===== config.mk =====
export PLATFORM = sky130hd
export DESIGN_NAME = calendar_date_add_days
export DESIGN_NICKNAME = d
export VERILOG_FILES = /design/src/sv/cdad_pkg.sv /design/src/sv/calendar_date_add_days.sv /design/src/sv/cdad_datapath.sv /design/src/sv/cdad_ctrl.sv
export SDC_FILE = /design/constraint.sdc
export NUM_CORES = 1
export LEC_CHECK = 0
export BUFFER_PORTS_ARGS = -buffer_cell sky130_fd_sc_hd__buf_2
export CAP_MARGIN = 20
export CORE_UTILIZATION = 55
export DETAILED_ROUTE_END_ITERATION = 6
export PLACE_DENSITY = 0.74
export SLEW_MARGIN = 5
export SYNTH_ARGS = -nofsm -noshare
export SYNTH_HDL_FRONTEND = slang
export SYNTH_HIERARCHICAL = 1
export SYNTH_SLANG_ARGS = --single-unit

===== constraint.sdc =====
create_clock -name i_clk -period 13.35 [get_ports i_clk]
set_input_delay 1.335 -clock i_clk [delete_from_list [all_inputs] [get_ports i_clk]]
set_output_delay 1.335 -clock i_clk [all_outputs]
set_load 0.1 [all_outputs]

===== src/sv/cdad_pkg.sv =====
// ============================================================================
// cdad_pkg
// Shared types, constants and the month-length lookup for the date adder.
// ============================================================================
package cdad_pkg;

    // Field widths
    localparam int unsigned YEAR_W  = 14;
    localparam int unsigned MONTH_W = 4;
    localparam int unsigned DAY_W   = 5;
    localparam int unsigned OFF_W   = 17;
    localparam int unsigned STAT_W  = 2;
    // Working day count: day plus offset, one extra bit of headroom
    localparam int unsigned ACC_W   = OFF_W + 1;
    // Century count and year-within-century
    localparam int unsigned CENT_W  = 8;
    localparam int unsigned REM_W   = 7;

    localparam logic [YEAR_W-1:0]  YEAR_MAX  = 14'd9999;
    localparam logic [YEAR_W-1:0]  YEAR_MIN  = 14'd0;
    localparam logic [MONTH_W-1:0] MONTH_JAN = 4'd1;
    localparam logic [MONTH_W-1:0] MONTH_FEB = 4'd2;
    localparam logic [MONTH_W-1:0] MONTH_DEC = 4'd12;
    localparam logic [DAY_W-1:0]   FEB_LEAP_DAYS = 5'd29;
    localparam logic [REM_W-1:0]   REM_LAST  = 7'd99;

    // Reciprocal of 100: floor(y / 100) == (y * 5243) >> 19 for all 14-bit y
    localparam int unsigned        RECIP_W     = 13;
    localparam logic [RECIP_W-1:0] RECIP_100   = 13'd5243;
    localparam int unsigned        RECIP_SHIFT = 19;
    localparam int unsigned        PROD_W      = YEAR_W + RECIP_W;

    // Days in each month, common year; entry 0 is unused
    localparam logic [DAY_W-1:0] MONTH_LEN [13] = '{
        5'd0,  5'd31, 5'd28, 5'd31, 5'd30, 5'd31, 5'd30,
        5'd31, 5'd31, 5'd30, 5'd31, 5'd30, 5'd31
    };

    // Result status codes
    typedef enum logic [STAT_W-1:0] {
        ST_OK       = 2'd0,
        ST_BAD_DATE = 2'd1,
        ST_RANGE    = 2'd2
    } t_status;

    // Commands from the controller to the datapath
    typedef struct packed {
        logic load;   // capture a new item
        logic prep;   // form year-within-century and the working day count
        logic check;  // validate the input date
        logic step;   // move one month forward or backward
    } t_dp_cmd;

    // Status from the datapath to the controller
    typedef struct packed {
        logic date_bad;  // input date is not a valid date
        logic step_end;  // day count settled, or year ran out of range
    } t_dp_sts;

    // Length of a month; zero for a month code outside January to December
    function automatic logic [DAY_W-1:0] month_days(
        input logic [MONTH_W-1:0] month,
        input logic               leap
    );
        logic [DAY_W-1:0] len;
        if (month == 4'd0 || month > MONTH_DEC) begin
            len = 5'd0;
        end else if (month == MONTH_FEB && leap) begin
            len = FEB_LEAP_DAYS;
        end else begin
            len = MONTH_LEN[month];
        end
        return len;
    endfunction

endpackage


===== src/sv/calendar_date_add_days.sv =====
// ============================================================================
// calendar_date_add_days
// Adds a signed day offset to a Gregorian date, one month per clock cycle.
// ============================================================================
// An item is taken when start is high and busy is low. The result is shown for
// exactly one cycle with o_done high and cannot be held off, so capture it
// then. After the load the controller prepares the working day count, checks
// the input date, then steps the date one month per cycle, for about 2155
// months at most over the full offset range, before it shows the result. An
// invalid input date skips the stepping and finishes with status 1; a result
// year outside 0 to 9999 gives status 2. In both cases the input date is
// returned unchanged. busy stays high from acceptance through the result cycle.
module calendar_date_add_days
    import cdad_pkg::*;
(
    input  logic                    i_clk,
    input  logic                    i_rst_n,
    input  logic                    start,
    output logic                    busy,
    input  logic [YEAR_W-1:0]       i_start_year,
    input  logic [MONTH_W-1:0]      i_start_month,
    input  logic [DAY_W-1:0]        i_start_day,
    input  logic signed [OFF_W-1:0] i_day_offset,
    output logic                    o_done,
    output logic [YEAR_W-1:0]       o_result_year,
    output logic [MONTH_W-1:0]      o_result_month,
    output logic [DAY_W-1:0]        o_result_day,
    output logic [STAT_W-1:0]       o_status
);

    t_dp_cmd w_cmd;
    t_dp_sts w_sts;

    // Sequence the item
    cdad_ctrl u_ctrl (
        .i_clk   (i_clk),
        .i_rst_n (i_rst_n),
        .start   (start),
        .busy    (busy),
        .o_done  (o_done),
        .o_cmd   (w_cmd),
        .i_sts   (w_sts)
    );

    // Hold and step the date
    cdad_datapath u_datapath (
        .i_clk          (i_clk),
        .i_start_year   (i_start_year),
        .i_start_month  (i_start_month),
        .i_start_day    (i_start_day),
        .i_day_offset   (i_day_offset),
        .i_cmd          (w_cmd),
        .o_sts          (w_sts),
        .o_result_year  (o_result_year),
        .o_result_month (o_result_month),
        .o_result_day   (o_result_day),
        .o_status       (o_status)
    );

endmodule


===== src/sv/cdad_datapath.sv =====
// ============================================================================
// cdad_datapath
// Date registers, leap-year tracking and the one-month-per-cycle stepper.
// ============================================================================
module cdad_datapath
    import cdad_pkg::*;
(
    input  logic                 i_clk,
    input  logic [YEAR_W-1:0]    i_start_year,
    input  logic [MONTH_W-1:0]   i_start_month,
    input  logic [DAY_W-1:0]     i_start_day,
    input  logic signed [OFF_W-1:0] i_day_offset,
    input  t_dp_cmd              i_cmd,
    output t_dp_sts              o_sts,
    output logic [YEAR_W-1:0]    o_result_year,
    output logic [MONTH_W-1:0]   o_result_month,
    output logic [DAY_W-1:0]     o_result_day,
    output logic [STAT_W-1:0]    o_status
);

    // Captured item
    logic [YEAR_W-1:0]        r_in_year;
    logic [MONTH_W-1:0]       r_in_month;
    logic [DAY_W-1:0]         r_in_day;
    logic signed [OFF_W-1:0]  r_off;

    // Working date
    logic [YEAR_W-1:0]        r_year,  n_year;
    logic [MONTH_W-1:0]       r_month, n_month;
    logic signed [ACC_W-1:0]  r_day,   n_day;
    logic [CENT_W-1:0]        r_quot,  n_quot;
    logic [REM_W-1:0]         r_rem,   n_rem;
    t_status                  r_status, n_status;

    logic [PROD_W-1:0]        w_prod;
    logic [YEAR_W-1:0]        w_cent_years;
    logic                     w_leap;
    logic [DAY_W-1:0]         w_dim_cur;
    logic [DAY_W-1:0]         w_dim_prev;
    logic [DAY_W-1:0]         w_dim_in;
    logic                     w_fwd;
    logic                     w_bwd;
    logic                     w_top_wrap;
    logic                     w_bot_wrap;
    logic                     w_bad;

    // Century of the incoming year by reciprocal multiply
    assign w_prod = PROD_W'(i_start_year) * PROD_W'(RECIP_100);

    // quot * 100 as shifts and adds
    assign w_cent_years = YEAR_W'({r_quot, 6'b0}) + YEAR_W'({r_quot, 5'b0})
                        + YEAR_W'({r_quot, 2'b0});

    // Leap: divisible by 4, and either not a century or a multiple of 400
    assign w_leap = (r_year[1:0] == 2'b00) && ((r_rem != '0) || (r_quot[1:0] == 2'b00));

    assign w_dim_cur  = month_days(r_month, w_leap);
    assign w_dim_prev = month_days(r_month - 4'd1, w_leap);
    assign w_dim_in   = month_days(r_in_month, w_leap);

    // Step direction
    assign w_fwd = r_day > $signed({{(ACC_W-DAY_W){1'b0}}, w_dim_cur});
    assign w_bwd = r_day[ACC_W-1] || (r_day == '0);

    assign w_top_wrap = w_fwd && (r_month == MONTH_DEC) && (r_year == YEAR_MAX);
    assign w_bot_wrap = !w_fwd && w_bwd && (r_month == MONTH_JAN) && (r_year == YEAR_MIN);

    // Input date validation
    assign w_bad = (r_in_year > YEAR_MAX) || (r_in_month == 4'd0) || (r_in_month > MONTH_DEC)
                || (r_in_day == 5'd0) || (r_in_day > w_dim_in);

    assign o_sts.date_bad = w_bad;
    assign o_sts.step_end = !(w_fwd || w_bwd) || w_top_wrap || w_bot_wrap;

    // Next-state logic for the working registers
    always_comb begin
        n_year   = r_year;
        n_month  = r_month;
        n_day    = r_day;
        n_quot   = r_quot;
        n_rem    = r_rem;
        n_status = r_status;
        if (i_cmd.load) begin
            n_year   = i_start_year;
            n_month  = i_start_month;
            n_quot   = w_prod[RECIP_SHIFT +: CENT_W];
            n_status = ST_OK;
        end else if (i_cmd.prep) begin
            n_rem = REM_W'(r_year - w_cent_years);
            n_day = $signed({{(ACC_W-DAY_W){1'b0}}, r_in_day}) + ACC_W'(r_off);
        end else if (i_cmd.check) begin
            if (w_bad) begin
                n_status = ST_BAD_DATE;
            end
        end else if (i_cmd.step) begin
            if (w_top_wrap || w_bot_wrap) begin
                n_status = ST_RANGE;
            end else if (w_fwd) begin
                // Advance one month
                n_day = r_day - $signed({{(ACC_W-DAY_W){1'b0}}, w_dim_cur});
                if (r_month == MONTH_DEC) begin
                    n_month = MONTH_JAN;
                    n_year  = r_year + 14'd1;
                    if (r_rem == REM_LAST) begin
                        n_rem  = '0;
                        n_quot = r_quot + 8'd1;
                    end else begin
                        n_rem = r_rem + 7'd1;
                    end
                end else begin
                    n_month = r_month + 4'd1;
                end
            end else if (w_bwd) begin
                // Step back one month and add its length
                if (r_month == MONTH_JAN) begin
                    n_month = MONTH_DEC;
                    n_year  = r_year - 14'd1;
                    n_day   = r_day + $signed({{(ACC_W-DAY_W){1'b0}}, MONTH_LEN[MONTH_DEC]});
                    if (r_rem == '0) begin
                        n_rem  = REM_LAST;
                        n_quot = r_quot - 8'd1;
                    end else begin
                        n_rem = r_rem - 7'd1;
                    end
                end else begin
                    n_month = r_month - 4'd1;
                    n_day   = r_day + $signed({{(ACC_W-DAY_W){1'b0}}, w_dim_prev});
                end
            end
        end
    end

    // Hold the captured item and the working date
    always_ff @(posedge i_clk) begin
        if (i_cmd.load) begin
            r_in_year  <= i_start_year;
            r_in_month <= i_start_month;
            r_in_day   <= i_start_day;
            r_off      <= i_day_offset;
        end
        r_year   <= n_year;
        r_month  <= n_month;
        r_day    <= n_day;
        r_quot   <= n_quot;
        r_rem    <= n_rem;
        r_status <= n_status;
    end

    // Echo the input date on any error
    always_comb begin
        if (r_status != ST_OK) begin
            o_result_year  = r_in_year;
            o_result_month = r_in_month;
            o_result_day   = r_in_day;
        end else begin
            o_result_year  = r_year;
            o_result_month = r_month;
            o_result_day   = r_day[DAY_W-1:0];
        end
    end
    assign o_status = r_status;

endmodule


===== src/sv/cdad_ctrl.sv =====
// ============================================================================
// cdad_ctrl
// Controller: sequences load, preparation, check, month stepping and result.
// ============================================================================
module cdad_ctrl
    import cdad_pkg::*;
(
    input  logic    i_clk,
    input  logic    i_rst_n,
    input  logic    start,
    output logic    busy,
    output logic    o_done,
    output t_dp_cmd o_cmd,
    input  t_dp_sts i_sts
);

    typedef enum logic [4:0] {
        S_IDLE  = 5'b00001,
        S_PREP  = 5'b00010,
        S_CHECK = 5'b00100,
        S_STEP  = 5'b01000,
        S_DONE  = 5'b10000
    } t_state;

    t_state r_state, n_state;

    // Next state and commands
    always_comb begin
        n_state     = r_state;
        o_cmd       = '0;
        case (r_state)
            S_IDLE: begin
                if (start) begin
                    o_cmd.load = 1'b1;
                    n_state    = S_PREP;
                end
            end
            S_PREP: begin
                o_cmd.prep = 1'b1;
                n_state    = S_CHECK;
            end
            S_CHECK: begin
                o_cmd.check = 1'b1;
                n_state     = i_sts.date_bad ? S_DONE : S_STEP;
            end
            S_STEP: begin
                o_cmd.step = 1'b1;
                if (i_sts.step_end) begin
                    n_state = S_DONE;
                end
            end
            S_DONE: begin
                n_state = S_IDLE;
            end
            default: begin
                n_state = S_IDLE;
            end
        endcase
    end

    // State register
    always_ff @(posedge i_clk) begin
        if (!i_rst_n) begin
            r_state <= S_IDLE;
        end else begin
            r_state <= n_state;
        end
    end

    assign busy   = (r_state != S_IDLE);
    assign o_done = (r_state == S_DONE);

endmodule

==> out/results.ini, run 1 <==
[detailed_routing]
post-route-drc-count=0
drt-total-wl_um=22600
vias=7699
drtAntennaViolNets=0
avgRoutedWirePerCell_um=17.1
drt_iter0_drc=537
drt-pass1-iter-count=7
vias_per_cell=5.81

[worst_setup_path]
path_class=reg -> reg
arrival_ns=6.99
crit_path_top_delay_cell=a21boi_0
path_max_fanout=27
path_cells=or3_1 -> nor3b_1 -> nor2b_1 -> a21boi_0 -> nand2_1 -> o22ai_1 -> a21oi_1 -> ha_1 -> nor2b_1 -> o31a_1 -> o21ai_1 -> a21oi_2 -> inv_1 -> buf_4 -> nor4_1 -> o21ai_1 -> a21o_1 -> a21boi_0
worstSetupStartpointType=flop
cpPeakStageDelay_ns=0.71
cp.required_ns=13.35
cp-end-kind=flop

[power]
switching_share_pct=42.4
ir_worst_vdd_uv=147
combPwrFrac_pct=53.5
internal-power_uw=789
switchingPower_uw=581
seqPwrFrac_pct=27.8
p_per_area_nw_per_um2=126
p_clk_share_pct=18.7
p_leak_uw=0.00483

[clock_tree]
cts_tree=yes
cts_max_level=3
cts_root_buffer=clkbuf_16
holdBufCountCts=0
clkTransAtPathRegs_ns=0.08
clock_path_buffers=2
clk_latency_ns=0.36
numCtsBuffers=9
cts_setup_buffers=0
postCtsResizedCells=0
cts_num_sinks=95

[synth]
synth_top_family_by_area=adder cells
yosys_warnings=6
synth_top_cell_by_area=edfxtp_1
ys.flop_type=edfxtp_1
synth_fa_ha_area_share_pct=30.3
synth.top_cell.area_share_pct=26.3
yosysMostFrequentCell=inv_1
synth.net_count=1278
synth_edf_count=88
synth_cell_types=70
synthesis.area_um2=10100
syn_avg_cell_area_um2=9.75
synth.area.top_cells=edfxtp_1 26%, ha_1 17%, fa_1 13%
synth_compound_area_share_pct=13.4
ys_ff_latch=95
syn_inst=1031
synthMuxAreaShare_pct=3.17
synthSimpleGateAreaFrac_pct=12.8
synthArstFlopShare_pct=0
netlist_top_cells_count=156 x inv_1, 139 x ha_1, 88 x edfxtp_1
seq_area_frac_synth_pct=27.7
synth_xor_area_share_pct=5.49

[global_route]
grt_pass1_vias=7483
grt.total_usage_pct=25.7
grt_pass1_wl_um=37200
antenna_found_initial=0
grt_overflow_total=0
top_usage_layer=met2
globalRouteMet3Util_pct=3.42
grtUsageMet2_pct=41.1
grt_max_degree=91
use_met1_pct=36.6

[layout]
fin_area_um2=10900
seq_area_um2=2780
num_antenna_cells=0
fill_cells=1535
multi_input_area_um2=6560
nNetsFinal=1337
drive_gt1_share_pct=12.1
syn2layout_area_growth_pct=8.49

[sta]
setup-violations-final=0
whs_ns=0.548
tightest_slew_ns=1.05
fin_crit_ns=6.99
slew_viol_final=0
fin_crit_sh_pct=52.3
fmax_mhz=143
rsz0062_at_grt=no
tns_ns=0
skew_ns=0.0137
worst_slack_ns=6.36
hold_viol=0
slew_headroom_pct=30.2

[run]
drv_cap=0

[floorplanning]
die_h_um=137
dieArea_um2=18800
core_um2=18000
ios=70
initial_core_util_pct=56.0
num_rows=49
die_x_um=137

[placed_design]
dp_slack_ns=6.62
portBuffers=69
dp_hpwl_um=17600
place_congestion=0.873
post_dp_cell_area_um2=10600

[run_status]
status=finished clean

[hold_path]
worstHoldPathType=reg -> reg

==> sequential cells by signal (all words and copies together), names as in the netlist <==
register,cells
u_datapath/r_rem,7
u_datapath/r_year,14
u_datapath/r_day,18
u_datapath/r_month,4
u_datapath/r_in_day,5
u_datapath/r_off,17
u_ctrl/r_state,5
u_datapath/r_quot,5
u_datapath/o_status,2
u_datapath/r_in_month,4
u_datapath/r_in_year,14
==> area by class of cell <==
class                   count  share of cell area, %
repair buffers             76                   3.63
inverters                 157                   5.40
clock inverters             7                  0.562
flip-flops and latches     95                   25.5
well taps                 229                   2.63
clock buffers               9                   2.07
multi-input cells         751                   60.2
==> critical path: cells and delay by family (launching register included) <==
kind	cells	cell delay (ns)
adders and majority gates	1	0.33
DFF	1	0.49
AOI/OAI and AO/OA	9	3.37
buffers and inverters	2	0.85
and+or+nand+nor	6	1.56
==> cells in the final DEF, fill, tap and decap left out, types with 8 or more instances in the layout <==
cell type	count
a211oi_1	14
a21o_1	11
a21oi_1	46
a31oi_1	12
and3_1	17
buf_2	70
clkbuf_16	9
edfxtp_1	88
fa_1	65
ha_1	139
inv_1	156
mux2_2	23
nand2_1	64
nand3_1	22
nand4_1	10
nor2_1	40
nor2b_1	9
nor3_1	32
nor4_1	10
o211ai_1	8
o21a_1	14
o21ai_0	51
xnor2_1	41
xor2_1	22
==> metal layers <==
layer	wire, um	vias to the layer above
met5	0	-
met4	319	0
met3	1170	22
met2	10500	210
met1	10600	3704
li1	-	3763
==> final timing paths <==
check / to / depth (start not counted) / from / slack [ns]
setup reg to reg: u_datapath/r_quot[4] / 18 / u_datapath/r_rem[2] / 6.36
setup / recovery: u_datapath/r_quot[4] / 18 / u_datapath/r_rem[2] / 6.36
hold reg to reg: u_datapath/o_status[0] / 2 / u_datapath/o_status[0] / 0.55
hold / removal: u_datapath/o_status[0] / 2 / u_datapath/o_status[0] / 0.55
==> cells by family (layout without fill, tap and decap cells) <==
family	count (synthesis)	count (layout)
buffers and inverters	185	249
DFF	95	95
and+or+nand+nor	248	248
xor gates and xnor gates	63	63
muxes	29	29
adders and majority gates	204	204
AOI/OAI and AO/OA	207	207
==> power by group through the flow <==
stage	Combinational, uW	Sequential [uW]	Clock, uW
3_3_place_gp	704	387	0
6_report	734	381	256
5_1_grt	838	384	269
3_5_place_dp	733	387	0
2_1_floorplan	564	375	0
4_1_cts	741	381	261
==> per-stage QoR <==
stage                     power (uW)  cells  utilization [%]
after floorplan                  939   1031                -
after global placement          1090   1307             59.1
after detailed placement        1120   1308             59.1
after CTS                       1380   1324             60.7
after global routing            1490   1324             60.7
final                           1370   1324             60.7
(Power assumes the default switching activity.)
==> run 2: changes to the inputs <==
clock period = 7 ns   (was 13.35 ns; I/O delays follow)
==> out/results.ini, run 2 (synthesis results as in run 1) <==
[global_route]
antenna_found_initial=0
grt_pass1_vias=7696
grt_pass1_wl_um=38000
grt_overflow_total=0
grt_max_degree=64
grt.total_usage_pct=26.2

[floorplanning]
core_um2=18000
num_rows=49
die_h_um=137
initial_core_util_pct=56.0
die_x_um=137
ios=70
dieArea_um2=18800

[layout]
final_common_cell=inv_1
most-common-layout-cells=156 x inv_1, 139 x ha_1, 88 x edfxtp_1, 69 x buf_2, 65 x fa_1
largest_reg_flops=18
drive_gt1_share_pct=11.9
nNetsFinal=1339
top_regs=u_datapath/r_day x18, u_datapath/r_off x17
stdcell_count=1326
finish.utilization_pct=60.9
syn2layout_area_growth_pct=8.85
top_register=u_datapath/r_day
num_antenna_cells=0

[sta]
worst_slack_ns=0.772
rsz0062_at_grt=no
fin_crit_sh_pct=89.0
tns_ns=0
hold_viol=0
slew_viol_final=0
slew_headroom_pct=30.3
setup-violations-final=0
fmax_mhz=161
fin_crit_ns=6.23
tightest_slew_ns=1.03
skew_ns=0.00736

[power]
combPwrFrac_pct=52.8
ir_worst_vdd_uv=283
seqPwrFrac_pct=27.5
internal-power_uw=1570
p_leak_uw=0.00484
p_clk_share_pct=19.7
power_uw=2650
switchingPower_uw=1090
p_per_area_nw_per_um2=242
switching_share_pct=40.9

[hold_path]
worstHoldPathType=in -> reg

[detailed_routing]
wl_met3_um=1400
drt_iter0_drc=589
met1_length_um=10600
vias_per_cell=5.79
drtAntennaViolNets=0
highest_layer=met4
wl_met2_um=10700
post-route-drc-count=0
avgRoutedWirePerCell_um=17.4
vias=7684
drt-pass1-iter-count=5
drt-total-wl_um=23100

[clock_tree]
cts_setup_buffers=0
cts_max_level=3
holdBufCountCts=0
cts_num_sinks=95
cts_tree=yes
postCtsResizedCells=0
clkTransAtPathRegs_ns=0.07
clk_latency_ns=0.35
numCtsBuffers=9
clock_path_buffers=2
cts_root_buffer=clkbuf_16

[worst_setup_path]
path_cells=or3_1 -> nor3b_1 -> nor2b_1 -> a21boi_0 -> nand2_1 -> o22ai_1 -> a21oi_1 -> ha_1 -> nor2b_1 -> o31a_1 -> o21ai_1 -> a21oi_2 -> inv_1 -> buf_4 -> ha_1 -> a21oi_1 -> nor2_1 -> a211oi_1 -> o21a_1 -> o221ai_2 -> a21o_1 -> a211oi_1 -> o31ai_1
path_max_fanout=16
cp-end-kind=flop
crit_path_top_delay_cell=edfxtp_1
cp.required_ns=7.08
cpPeakStageDelay_ns=0.48
path_class=reg -> reg
crit_family=compound AO/OA/AOI/OAI gates
worstSetupStartpointType=flop
r2r_slack_ns=0.77
crit_buf_inv=2
arrival_ns=6.31

[placed_design]
placed_cells=1310
dp_hpwl_um=18400
portBuffers=69
place_congestion=0.903
dp_slack_ns=0.929

[run_status]
status=finished clean

[run]
drv_cap=0

-- run 2: cell count changes in the layout (fill, tap and decap cells not counted) --
cell and delta:
clkinv_4 -1, inv_6 -2, buf_4 +3, buf_2 -1
clkinv_1 +2, inv_8 -2, bufinv_16 +2, clkinvlp_4 -1
clkbuf_1 +2
-- run 2: routing by layer --
metal / vias up / track usage, %
met5: - / 0
met4: 0 / 7.02
met3: 27 / 4.86
met2: 225 / 41.8
met1: 3670 / 36.4
li1: 3762 / -
-- run 2: cell type report --
class / count / area, um2
inverter: 157 / 589
tap: 229 / 287
clock buffer: 11 / 233
multi-input combinational: 751 / 6560
sequential: 95 / 2780
clock inverter: 5 / 72.6
fill: 1585 / 7020
timing repair buffer: 78 / 413
-- run 2: power by group through the flow --
stage	clock network (uW)	registers [uW]	logic, uW
final	523	729	1400
after global routing	554	734	1620
after CTS	534	727	1420
after detailed placement	0	739	1400
after global placement	0	738	1360
after floorplan	0	715	1080
-- run 2: final timing paths --
kind	cells past startpoint	to	start
max reg2reg	23	u_datapath/r_year[9]	u_datapath/r_rem[2]
min reg2reg	2	u_datapath/o_status[0]	u_datapath/o_status[0]
max	23	u_datapath/r_year[9]	u_datapath/r_rem[2]
min	1	u_datapath/r_off[11]	i_day_offset[11]
-- run 2: metrics by stage --
step	hold slack [ns]	instance area, um2
2_1_floorplan	0.532	10100
3_3_place_gp	0.534	10600
3_5_place_dp	0.536	10600
4_1_cts	0.508	10900
5_1_grt	0.511	10900
6_report	0.519	10900
